`src/dct_pkg.sv`:
```
// ----------------------------------------------------------------------------
// Dirty chunk tracker package
// Shared widths, command and status codes, and the queued request type.
// ----------------------------------------------------------------------------
`default_nettype none

package dct_pkg;

   localparam int IDX_W   = 12;   // chunk index width
   localparam int LIM_W   = 7;    // read limit width
   localparam int CNT_W   = 7;    // list count width
   localparam int STAT_W  = 3;    // status width
   localparam int CFG_W   = 13;   // chunks_in_use register width
   localparam int ROW_W   = 64;   // mark bits per memory row
   localparam int ROW_BW  = 6;    // bit position within a row
   localparam int QUEUE_DEPTH = 2;
   localparam int QUEUE_AW    = 1;

   localparam logic [CFG_W-1:0] CHUNKS_RESET = 13'd4096;

   // Command codes on req_cmd.
   localparam logic [1:0] CMD_MARK  = 2'd0;
   localparam logic [1:0] CMD_READ  = 2'd1;
   localparam logic [1:0] CMD_CLEAR = 2'd2;

   // Result status codes.
   localparam logic [STAT_W-1:0] ST_ADDED   = 3'd0;
   localparam logic [STAT_W-1:0] ST_ALREADY = 3'd1;
   localparam logic [STAT_W-1:0] ST_FULL    = 3'd2;
   localparam logic [STAT_W-1:0] ST_REJECT  = 3'd3;
   localparam logic [STAT_W-1:0] ST_DONE    = 3'd4;

   // Operation after classification by the front end.
   typedef enum logic [1:0] {
      OP_MARK   = 2'd0,
      OP_READ   = 2'd1,
      OP_CLEAR  = 2'd2,
      OP_REJECT = 2'd3
   } op_type;

   typedef struct packed {
      op_type             op;
      logic [IDX_W-1:0]   chunk_index;
      logic [LIM_W-1:0]   read_limit;   // already clamped to the list depth
   } entry_type;

endpackage

`default_nettype wire

```
`src/dct_queue.sv`:
```
// ----------------------------------------------------------------------------
// Dirty chunk tracker request queue
// Two-entry FIFO between the front end and the back end.
// ----------------------------------------------------------------------------
`default_nettype none

module dct_queue (
   input  wire logic        clock,
   input  wire logic        reset,
   input  wire logic        push,
   input  wire dct_pkg::entry_type push_entry,
   input  wire logic        pop,
   output dct_pkg::entry_type head,
   output logic             not_empty,
   output logic             full
);
   import dct_pkg::*;

   entry_type               slot_ff [QUEUE_DEPTH];
   logic [QUEUE_AW-1:0]     wr_ptr_ff, wr_ptr_in;
   logic [QUEUE_AW-1:0]     rd_ptr_ff, rd_ptr_in;
   logic [QUEUE_AW:0]       fill_ff, fill_in;

   assign not_empty = fill_ff != '0;
   assign full      = fill_ff == (QUEUE_AW+1)'(QUEUE_DEPTH);
   assign head      = slot_ff[rd_ptr_ff];

   always_comb begin
      wr_ptr_in = push ? wr_ptr_ff + 1'b1 : wr_ptr_ff;
      rd_ptr_in = pop  ? rd_ptr_ff + 1'b1 : rd_ptr_ff;
      fill_in   = fill_ff + (QUEUE_AW+1)'(push) - (QUEUE_AW+1)'(pop);
   end

   always_ff @(posedge clock) begin
      if (reset) begin
         wr_ptr_ff <= '0;
         rd_ptr_ff <= '0;
         fill_ff   <= '0;
      end else begin
         wr_ptr_ff <= wr_ptr_in;
         rd_ptr_ff <= rd_ptr_in;
         fill_ff   <= fill_in;
      end
   end

   always_ff @(posedge clock) begin
      if (push) begin
         slot_ff[wr_ptr_ff] <= push_entry;
      end
   end

endmodule

`default_nettype wire

```
`config.mk`:
```
export PLATFORM = sky130hd
export DESIGN_NAME = dct_queue
export DESIGN_NICKNAME = d
export VERILOG_FILES = /design/src/dct_pkg.sv /design/src/dct_queue.sv
export SDC_FILE = /design/constraint.sdc
export NUM_CORES = 1
export LEC_CHECK = 0
export BUFFER_PORTS_ARGS = -buffer_cell sky130_fd_sc_hd__buf_2
export CAP_MARGIN = 10
export CORE_UTILIZATION = 51
export DETAILED_ROUTE_END_ITERATION = 7
export HOLD_SLACK_MARGIN = 0.08
export PLACE_DENSITY = 0.77
export SETUP_SLACK_MARGIN = 0.05
export SKIP_CTS_REPAIR_TIMING = 1
export SLEW_MARGIN = 20
export SYNTH_ARGS = -nofsm -noshare
export SYNTH_HDL_FRONTEND = slang
export SYNTH_SLANG_ARGS = --single-unit
```
`constraint.sdc`:
```
create_clock -name clock -period 2.2 [get_ports clock]
set_clock_uncertainty 0.1 [all_clocks]
set_input_delay 0.22 -clock clock [delete_from_list [all_inputs] [get_ports clock]]
set_output_delay 0.22 -clock clock [all_outputs]
set_load 0.01 [all_outputs]
```
==> out/qor.txt <==
Final Critical Period: 1.73 ns
Hold Path Sink: wr_ptr_ff$_SDFFE_PP0P_
Critical Path Max Stage Delay: 0.35 ns
first-pass GRT wire length: 3660 um
most common cell after layout, fill and taps aside: buf_2
routed wire length: 2870 um
cell internal pwr: 1470 uW
post-synth cell types: 13
power density cells: 775 nW/um^2
area grow syn2layout: 34.1%
setup slack, reg-to-reg: 0.70 ns
Initial Util: 53.9%
Sw Share: 22.2%
Register-to-Register Path Depth: 2
Leak: 0.00100 uW
ANT cells: 0
worst path setup slack after routing: 0.474 ns
register area share after synthesis: 75.0%
io pins: 48
Clk pwr share: 27.2%
Worst R2R End: slot_ff[0][12]$_DFFE_PP_
Mapped Nets: 113
nets: 192
fillers: 249
Worst Path Buf+Inv: 2
Placed Cells: 181
CTS tree: built
# DRC: 0
DRT Pass-1 Iters: 4
yosys warns: 0
Cell Rows: 21
CP Cell Sequence: buf_4 > mux2_1 > buf_2
depth of the worst hold-timing path: 3
Crit Path Max Fanout: 11
WP data required: 1.88 ns
HP Class: in2reg
DR vias: 1008
vias per inst: 4.75
Critical R2R Launch: wr_ptr_ff$_SDFFE_PP0P_
antenna violations before repair: 0
Mapped Area: 1810 um^2
number of port buffers: 47
chip width: 61.6 um
Slew Limit Fails: 0
hold_sp: push
crit-path leading delay family: buffers and inverters
Clock H-tree levels: 2
Final Core Density: 72.3%
share of cells above drive strength 1: 48.2%
Post-Syn Instances: 86
maximum number of pins on one net before global-route repair: 17
flops & latches, synth: 47
switching power: 419 uW
setup TNS: 0 ns
vias in the first global route: 871
post-route total power: 1880 uW
Arrival @ worst endpoint: 1.41 ns
Overall Global Routing Usage: 14.8%
core footprint: 3360 um^2
Worst setup EP type: output port
RSZ-0062 raised after global routing: false
Final GP Congestion: 0.646
cts bufs inserted: 5
remaining antenna violation count: 0
Worst VDD drop: 0.000481 V
Slowest-stage cell, CP: dfxtp_1
Layout Cells excl Fill: 212
worst slew pin tran: 0.530 ns
die area: 3800 um^2
mean routed wirelength per cell: 13.5 um
sequential fraction of design power: 56.2%
Final setup viols: 0
die height: 61.6 um
most frequent cells in the layout: 47 x buf_2, 42 x edfxtp_1, 23 x dlygate4sd3_1
Logic pwr share: 16.6%
# clock sinks: 47
max frequency: 579 MHz
status: finished, final reports clean
Synth Area per Inst: 21.1 um^2
CTS clock-pin slew for the worst setup and hold paths: 0.13 ns
critical path class: reg2out
Rel. slew slack: 64.5%
CP startpoint kind: register
initial DRC count: 11
CTS Root Cell: clkbuf_4
Max Root-Sink Buffers: 2
MaxCap Viol Count: 0
Sequential Area: 1360 um^2
multi-input logic area: 425 um^2
grt ovf: 0
Worst-Skew Late Latency: 0.34 ns
Hold Vio Cnt, Final: 0
period utilisation layout: 78.5%
Setup Slack @ Placement: 0.643 ns
==> per-layer routing <==
layer / vias up / wire length (um) / global-route usage (%)
met5: - / 0 / 0
met4: 0 / 97 / 9.84
met3: 11 / 127 / 5.67
met2: 32 / 1530 / 26.0
met1: 478 / 1110 / 14.3
li1: 487 / - / -
==> cells by family (layout without fill, tap and decap cells) <==
logic type	count (synthesis)	count (layout)	synth area share, %
DFF	47	47	75.0
muxes	21	21	17.2
and+or+nand+nor	9	9	2.55
buffers and inverters	4	84	1.66
xor gates and xnor gates	3	3	2.21
adders and majority gates	2	2	1.38
==> how the worst max path moves through the flow <==
stage                            from                  endpoint  slack, ns  depth (start not counted)
6_report                     register                   head[9]       0.47                          3
5_1_grt                      register                   head[9]       0.40                          3
4_1_cts                      register                   head[9]       0.44                          3
3_5_place_dp                     push  slot_ff[0][12]$_DFFE_PP_       0.64                          3
3_3_place_gp                     push  slot_ff[0][20]$_DFFE_PP_       0.71                          3
2_1_floorplan  wr_ptr_ff$_SDFFE_PP0P_   slot_ff[0][0]$_DFFE_PP_       0.41                          1
==> synthesized netlist by cell type, drive strengths merged <==
library cell	instances	share of area (%)
nor2	4	0.83
nor2b	3	1.0
buf	2	1.2
or2	1	0.35
xnor2	2	0.97
mux2	21	17
inv	2	0.41
ha	2	1.4
xnor3	1	1.2
dfxtp	5	5.5
edfxtp	42	70
and2	1	0.35
==> area by class of cell <==
| class | instances | area share [%] |
|---|---|---|
| clock buffer | 5 | 1.54 |
| sequential | 47 | 56.0 |
| clock inverter | 3 | 1.95 |
| timing repair buffer | 74 | 20.4 |
| inverter | 2 | 0.309 |
| multi-input combinational | 35 | 17.5 |
| tap | 46 | 2.37 |
==> registers in the layout (all words and copies together), names as in the netlist, named ones only <==
register,flops
fill_ff,2
rd_ptr_ff,1
slot_ff,42
wr_ptr_ff,1
==> power by group through the flow <==
stage | sequential [uW] | combinational, uW | clock (uW)
6_report | 1060 | 312 | 512
3_5_place_dp | 1080 | 284 | 0
4_1_cts | 1060 | 285 | 529
5_1_grt | 1070 | 340 | 558
3_3_place_gp | 1080 | 277 | 0
2_1_floorplan | 1080 | 186 | 0
==> worst min-delay path: cells and delay by family <==
kind	cells	cell delay, ns
xor gates and xnor gates	1	0.07
buffers and inverters	1	0.12
and+or+nand+nor	1	0.08
==> through the flow <==
| stage | hold WS [ns] | instance area [um^2] |
|---|---|---|
| 2_1_floorplan | 0.192 | 1810 |
| 3_3_place_gp | 0.309 | 2120 |
| 3_5_place_dp | 0.314 | 2120 |
| 4_1_cts | -0.0833 | 2200 |
| 5_1_grt | 0.0942 | 2430 |
| 6_report | 0.0633 | 2430 |
Note: power is estimated with default switching activity, not from simulation.
