===== src/dct_pkg.sv =====
// ----------------------------------------------------------------------------
// Dirty chunk tracker package
// Shared widths, command and status codes, and the queued request type.
// ----------------------------------------------------------------------------
`default_nettype none

package dct_pkg;

   localparam int IDX_W   = 12;   // chunk index width
   localparam int LIM_W   = 7;    // read limit width
   localparam int CNT_W   = 7;    // list count width
   localparam int STAT_W  = 3;    // status width
   localparam int CFG_W   = 13;   // chunks_in_use register width
   localparam int ROW_W   = 64;   // mark bits per memory row
   localparam int ROW_BW  = 6;    // bit position within a row
   localparam int QUEUE_DEPTH = 2;
   localparam int QUEUE_AW    = 1;

   localparam logic [CFG_W-1:0] CHUNKS_RESET = 13'd4096;

   // Command codes on req_cmd.
   localparam logic [1:0] CMD_MARK  = 2'd0;
   localparam logic [1:0] CMD_READ  = 2'd1;
   localparam logic [1:0] CMD_CLEAR = 2'd2;

   // Result status codes.
   localparam logic [STAT_W-1:0] ST_ADDED   = 3'd0;
   localparam logic [STAT_W-1:0] ST_ALREADY = 3'd1;
   localparam logic [STAT_W-1:0] ST_FULL    = 3'd2;
   localparam logic [STAT_W-1:0] ST_REJECT  = 3'd3;
   localparam logic [STAT_W-1:0] ST_DONE    = 3'd4;

   // Operation after classification by the front end.
   typedef enum logic [1:0] {
      OP_MARK   = 2'd0,
      OP_READ   = 2'd1,
      OP_CLEAR  = 2'd2,
      OP_REJECT = 2'd3
   } op_type;

   typedef struct packed {
      op_type             op;
      logic [IDX_W-1:0]   chunk_index;
      logic [LIM_W-1:0]   read_limit;   // already clamped to the list depth
   } entry_type;

endpackage

`default_nettype wire


===== src/dct_front.sv =====
// ----------------------------------------------------------------------------
// Dirty chunk tracker front end
// Classifies an incoming request: range check and read limit clamp.
// ----------------------------------------------------------------------------
`default_nettype none

module dct_front #(
   parameter int MAX_CHUNKS = 4096,
   parameter int LIST_DEPTH = 64
) (
   input  wire logic [1:0]                 req_cmd,
   input  wire logic [dct_pkg::IDX_W-1:0]  req_chunk_index,
   input  wire logic [dct_pkg::LIM_W-1:0]  req_read_limit,
   input  wire logic [dct_pkg::CFG_W-1:0]  chunks_in_use,
   output dct_pkg::entry_type              entry
);
   import dct_pkg::*;

   logic [31:0] limit;
   logic        in_range;

   // The usable chunk count saturates at the size of the mark store.
   assign limit    = (32'(chunks_in_use) > 32'(MAX_CHUNKS)) ? 32'(MAX_CHUNKS)
                                                             : 32'(chunks_in_use);
   assign in_range = 32'(req_chunk_index) < limit;

   always_comb begin
      entry.chunk_index = req_chunk_index;
      entry.read_limit  = (req_read_limit > LIM_W'(LIST_DEPTH)) ? LIM_W'(LIST_DEPTH)
                                                                 : req_read_limit;
      unique case (req_cmd)
         CMD_MARK:  entry.op = in_range ? OP_MARK : OP_REJECT;
         CMD_READ:  entry.op = OP_READ;
         CMD_CLEAR: entry.op = OP_CLEAR;
         default:   entry.op = OP_REJECT;
      endcase
   end

endmodule

`default_nettype wire


===== config.mk =====
export PLATFORM = sky130hd
export DESIGN_NAME = dct_front
export DESIGN_NICKNAME = d
export VERILOG_FILES = /design/src/dct_pkg.sv /design/src/dct_front.sv
export SDC_FILE = /design/constraint.sdc
export NUM_CORES = 1
export LEC_CHECK = 0
export ABC_AREA = 1
export BUFFER_PORTS_ARGS = -buffer_cell sky130_fd_sc_hd__buf_2
export CORE_MARGIN = 1
export CORE_UTILIZATION = 39
export DETAILED_ROUTE_END_ITERATION = 8
export GPL_TIMING_DRIVEN = 0
export PLACE_DENSITY = 0.82
export SLEW_MARGIN = 30
export SYNTH_ARGS = -nofsm -noshare
export SYNTH_HDL_FRONTEND = slang
export SYNTH_SLANG_ARGS = --single-unit

===== constraint.sdc =====
create_clock -name vclk -period 3.6
set_clock_uncertainty 0.1 [all_clocks]
set_input_delay 0.72 -clock vclk [all_inputs]
set_output_delay 0.72 -clock vclk [all_outputs]
set_load 0.05 [all_outputs]

==> summary.log, run 1 <==
[worst_setup_path] most prevalent standard cell on the critical path nand2_1
[worst_setup_path] Worst Path Arrival 2560 ps
[synthesis] synthesized netlist net count 151
[die] effective utilization at floorplan 42.7%
[worst_setup_path] library cell contributing the largest single delay on the critical path ha_1
[worst_setup_path] buffer and inverter count on the worst path 4
[timing] RSZ-0062 raised after global routing false
[min_path] hold path depth 4
[route] wire length after detailed routing 1410 um
[cells_and_area] final sequential cell count 0
[placement] Post-Place Cells 176
[power_and_ir_drop] sum of internal, switching and leakage power 0.000142 W
[route] total vias in the final route 791
[timing] Hold Violations, Final 0
[cells_and_area] Finished Layout Cells 178
[grt] global-route total usage across every layer 16.9%
[cells_and_area] sequential cell area in the final layout 0 um^2
[timing] portion of the clock cycle consumed by the worst path in the final layout 93.9%
[cells_and_area] count of inserted antenna diode cells 0
[die] count of boundary I/O pins 55
[die] Die H 40.2 um
[timing] setup TNS 0 ps
[worst_setup_path] category of the worst setup path launch point input pin
[route] Pre-Repair DR Iteration Count 4
[job] max cap viols 0
[status] outcome finished, final reports clean
[cells_and_area] number of clock buffers in the layout 0
[cells_and_area] area occupied by multi-input gates 412 um^2
[synthesis] top cells by area, synth ha_1, nand2_1, buf_4, inv_1, nor2_1
[timing] Worst Max-Slew Pin Slew 254 ps
[placement] number of buffer cells added on primary ports 55
[worst_setup_path] number of cells on the critical path 16
[timing] clock period minus final worst setup slack 3380 ps
[worst_setup_path] worst setup path class in2out
[route] routed len/inst 7.93 um
[synthesis] cell area after synthesis 569 um^2
[synthesis] Unique masters post-synth 12
[die] Core Footprint 0.00133 mm^2
[synthesis] sequential-to-total area share from yosys stat 0%
[timing] Setup violations, final 0
[grt] vias in the first global route 567
[min_path] hold endpoint entry[19]
[synthesis] share of the synthesized area in the top cell type 24.2%
[placement] final estimated routing congestion in global placement 0.743
[synthesis] Avg Inst Size Synth 5.37 um^2
[route] DR DRC count 0
[die] Std-Cell Rows 13
[worst_setup_path] Max stage delay on crit path 280 ps
[power_and_ir_drop] IR Drop Worst-Case VDD 0.0000683 V
[grt] number of antenna violations at the first check in global routing 0
[worst_setup_path] required time of the critical path 2780 ps
[synthesis] largest area contributor in the synthesized netlist ha_1
[worst_setup_path] Critical Path, Cell by Cell buf_2, nor4_2, inv_1, o21bai_4, buf_6, nand2_1, ha_1, nand2_1, nor2_1, nand2_1, nand3_1, nand2_1, nand2_1, nand2_1, nand2_1, buf_4
[power_and_ir_drop] leakage component of the power 0.602 nW
[synthesis] most repeated cell in the gate-level netlist after synthesis nand2_1
[route] Via-to-Cell Ratio 4.44
[min_path] min-delay src req_cmd[0]
[placement] DPL Wire Length 1270 um
[route] antenna viol nets, final 0
[worst_setup_path] Largest delay share family, worst path simple AND/OR/NAND/NOR gates
[cells_and_area] area grow syn2layout 58.5%
[cells_and_area] net total in the final layout 210
[synthesis] number of instances in the synthesized netlist 106
[grt] maximum number of pins on one net before global-route repair 11
[synthesis] Synthesis Warnings 0
[die] Total Die Area 0.00162 mm^2
[timing] timing-limited maximum frequency 296 MHz
[worst_setup_path] endpoint class of the critical path primary output
[grt] GRT Residual Overflow 0
[synthesis] top cell types by occurrence after synthesis nand2_1, inv_1, nor2_1, buf_4, ha_1
[power_and_ir_drop] power density normalized to cell area 157 mW/mm^2
[cells_and_area] FILL cells 134
[route] iteration-0 DRC count of the detailed router 10
[die] Die X 40.2 um
[timing] slew margin rel. 83.2%
[worst_setup_path] largest driver fanout on the critical path 5
[cells_and_area] layout cell share with drive strength beyond 1 44.2%
[min_path] min-delay worst type in2out
[grt] first-pass GRT wire length 2010 um
[timing] count of pins over their slew limit 0
-- tightest hold or removal path, delay by kind of cell --
kind / cells / cell delay [ps]
AND/OR/NAND/NOR: 1 / 70
buffers and inverters: 3 / 260
-- cells by family after synthesis --
| group | after synthesis | synth area share (%) |
|---|---|---|
| AOI/OAI and AO/OA | 4 | 5.93 |
| adders and majority gates | 11 | 24.2 |
| buffers and inverters | 33 | 29.7 |
| and+or+nand+nor | 58 | 40.2 |
-- cell usage in the layout (no fill, tap or decap) --
master	instances
buf_2	53
inv_1	20
nand3_1	2
nand2_1	36
nor2_1	16
nor4_2	1
o21bai_4	1
nor3_2	1
clkbuf_1	1
a21oi_1	3
ha_1	11
nand4_1	2
buf_6	2
buf_4	14
-- final cells by class --
| cell class | count | area share, % |
|---|---|---|
| Buffer | 13 | 10.4 |
| Timing Repair Buffer | 57 | 33.6 |
| Inverter | 20 | 8.32 |
| Multi-Input combinational cell | 73 | 45.6 |
| Tap cell | 15 | 2.08 |
-- power by group --
| group | internal [W] | switching (W) |
|---|---|---|
| clock network | 0 | 0 |
| registers | 0 | 0 |
| logic | 0.0000525 | 0.0000893 |
| total | 0.0000525 | 0.0000893 |
-- worst max-delay path by stage --
stage / startpoint / end / slack (ps)
4_1_cts: chunks_in_use[8] / entry[20] / 2
3_3_place_gp: chunks_in_use[8] / entry[20] / 40
3_5_place_dp: chunks_in_use[8] / entry[20] / 10
2_1_floorplan: chunks_in_use[8] / entry[19] / 320
5_1_grt: chunks_in_use[8] / entry[19] / 0.3
6_report: chunks_in_use[8] / entry[20] / 220
-- through the flow --
stage	hold WS, ps	utilization (%)	instance area, um^2	worst slack (ps)
global route	1720	67.6	902	0.311
CTS	1710	64.7	863	2.16
floorplan	1510	-	569	321
global placement	1710	64.7	863	44.4
detailed placement	1710	64.7	863	13.4
finish	1680	67.6	902	221
-- metal layers --
layer	track usage (%)	vias to the layer above	wire length (um)
li1	-	426	-
met1	19.5	332	601
met2	34.3	33	702
met3	0	0	107
met4	3.33	0	0
met5	0	-	0
-- what timing repair did --
action,in CTS,in global routing
setup buffers,0,2
hold buffers,0,0
gates resized for setup,0,8
setup endpoints to repair,0,2
Power figures use the tool's default switching activity.
==> run 2, diff against run 1 <==
Settings changed: CORE_UTILIZATION 39 to 42, PLACE_DENSITY 0.82 to 0.88.
Clock period 3.6 ns to 4.2 ns, I/O delays scaled along.
==> run 2 against run 1 <==
  * Via count decreased by 2.3%
  * Sequential share of layout area is the same
  * Design area shrank 4.4%
  * Critical endpoint unchanged
==> summary.log, run 2 (synthesized netlist as in run 1, its figures left out) <==
[worst_setup_path] Worst Path Arrival 2840 ps [+280 ps]
[die] Die X 38.8 um [-3.5%]
[route] DR DRC count 0 [unchanged]
[cells_and_area] number of clock buffers in the layout 0 [unchanged]
[die] count of boundary I/O pins 55 [unchanged]
[die] Core Footprint 0.00119 mm^2 [-11%]
[grt] first-pass GRT wire length 2380 um [+18%]
[placement] final estimated routing congestion in global placement 0.850 [+14%]
[placement] DP Worst Slack 402 ps [+389 ps]
[die] effective utilization at floorplan 48.0% [+5.3 points]
[grt] vias in the first global route 690 [+22%]
[grt] GRT Residual Overflow 0 [unchanged]
[cells_and_area] final sequential cell count 0 [unchanged]
[grt] number of antenna violations at the first check in global routing 0 [unchanged]
[cells_and_area] net total in the final layout 208 [-0.95%]
[cts] number of buffers added to fix hold violations after cts 0 [unchanged]
[cells_and_area] commonest cells after routing, fill and taps aside buf_2, nand2_1, inv_1
[timing] Hold Violations, Final 0 [unchanged]
[timing] Setup violations, final 0 [unchanged]
[worst_setup_path] category of the worst setup path launch point input pin
[worst_setup_path] required time of the critical path 3260 ps [+480 ps]
[route] total vias in the final route 773 [-2.3%]
[cells_and_area] FILL cells 98 [-27%]
[cells_and_area] sequential cell area in the final layout 0 um^2 [unchanged]
[grt] maximum number of pins on one net before global-route repair 11 [unchanged]
[cts] Post-CTS Resized 0 [unchanged]
[timing] clock period minus final worst setup slack 3780 ps
[timing] setup TNS 0 ps [unchanged]
[die] Std-Cell Rows 12 [-1]
[timing] portion of the clock cycle consumed by the worst path in the final layout 90.0%
[timing] timing-limited maximum frequency 265 MHz
[route] antenna viol nets, final 0 [unchanged]
[worst_setup_path] worst setup path class in2out
[power_and_ir_drop] leakage component of the power 0.587 nW [-2.6%]
[worst_setup_path] endpoint class of the critical path primary output
[die] Total Die Area 0.00151 mm^2 [-6.8%]
[job] max cap viols 0 [unchanged]
[power_and_ir_drop] sum of internal, switching and leakage power 0.000117 W [-17%]
[min_path] hold path depth 4 [unchanged]
[placement] DPL Wire Length 1300 um [+2.2%]
[route] wire length after detailed routing 1390 um [-1.3%]
[route] routed len/inst 7.96 um [+0.42%]
[route] iteration-0 DRC count of the detailed router 15 [+5]
[status] outcome finished, final reports clean
[route] Via-to-Cell Ratio 4.42 [-0.60%]
[min_path] min-delay worst type in2out
[cts] number of post-CTS setup repair buffers 0 [unchanged]
[cells_and_area] count of inserted antenna diode cells 0 [unchanged]
[worst_setup_path] largest driver fanout on the critical path 10 [+5]
[timing] RSZ-0062 raised after global routing false
[grt] global-route total usage across every layer 21.2% [+4.3 points]
[power_and_ir_drop] power density normalized to cell area 136 mW/mm^2 [-14%]
[timing] final critical-path setup slack 421 ps [+200 ps]
[cells_and_area] layout cell share with drive strength beyond 1 42.2% [-1.9 points]
[timing] count of pins over their slew limit 0 [unchanged]
[timing] slew margin rel. 83.0% [-0.22 points]
[route] Pre-Repair DR Iteration Count 4 [unchanged]
[power_and_ir_drop] IR Drop Worst-Case VDD 0.0000626 V [-8.4%]
[timing] Worst Max-Slew Pin Slew 253 ps [-0.402 ps]
[cells_and_area] area grow syn2layout 51.4%
[cells_and_area] most common cell after layout, fill and taps aside buf_2
[die] Die H 38.8 um [-3.5%]
[placement] number of buffer cells added on primary ports 55 [unchanged]
==> run 2: changes by cell type in the layout (fill, tap and decap cells not counted) <==
| cell | change |
|---|---|
| nor4_2 | -1 |
| nor4_1 | +1 |
| buf_6 | -2 |
| buf_4 | -2 |
| buf_2 | +2 |
| nor3_2 | -1 |
| nor3_1 | +1 |
==> run 2: final timing paths <==
path                          start   endpoint  slack, ps
setup / recovery   chunks_in_use[8]  entry[20]        420
hold / removal    req_read_limit[3]   entry[3]       1950
==> run 2: report_power, final <==
group	total [W]	switching (W)	internal, W
clock	0	0	0
sequential	0	0	0
combinational	0.000117	0.0000753	0.0000416
==> run 2: critical path, stage by stage <==
cell	delay [ps]
buf_2	100
nor4_1	270
inv_1	100
o21bai_4	250
nand2_1	90
ha_1	280
inv_1	40
nor3_1	240
inv_1	60
nor2_1	80
nand2_1	60
nand2_1	70
nand2_1	50
nand2_1	40
buf_2	250
==> run 2: per-stage QoR <==
step | utilization (%) | instances | cell area [um^2] | hold WS, ps
global route | 72.7 | 175 | 862 | 1970
detailed placement | 72.7 | 175 | 862 | 1950
CTS | 72.7 | 175 | 862 | 1950
floorplan | - | 106 | 569 | 1750
global placement | 72.7 | 175 | 862 | 1950
finish | 72.7 | 175 | 862 | 1950
==> run 2: cell type report <==
type	instances	area, um^2	share of cell area [%]
inverters	20	75.1	8.71
multi-input cells	73	400	46.4
plain buffers	13	93.8	10.9
repair buffers	55	275	31.9
well taps	14	17.5	2.03
==> run 2: metal layers <==
layer	up-vias	track usage (%)	share of wire, %
li1	420	-	-
met1	322	22.6	39
met2	31	46.7	55
met3	0	0	6.1
met4	0	0	0
met5	-	0	0
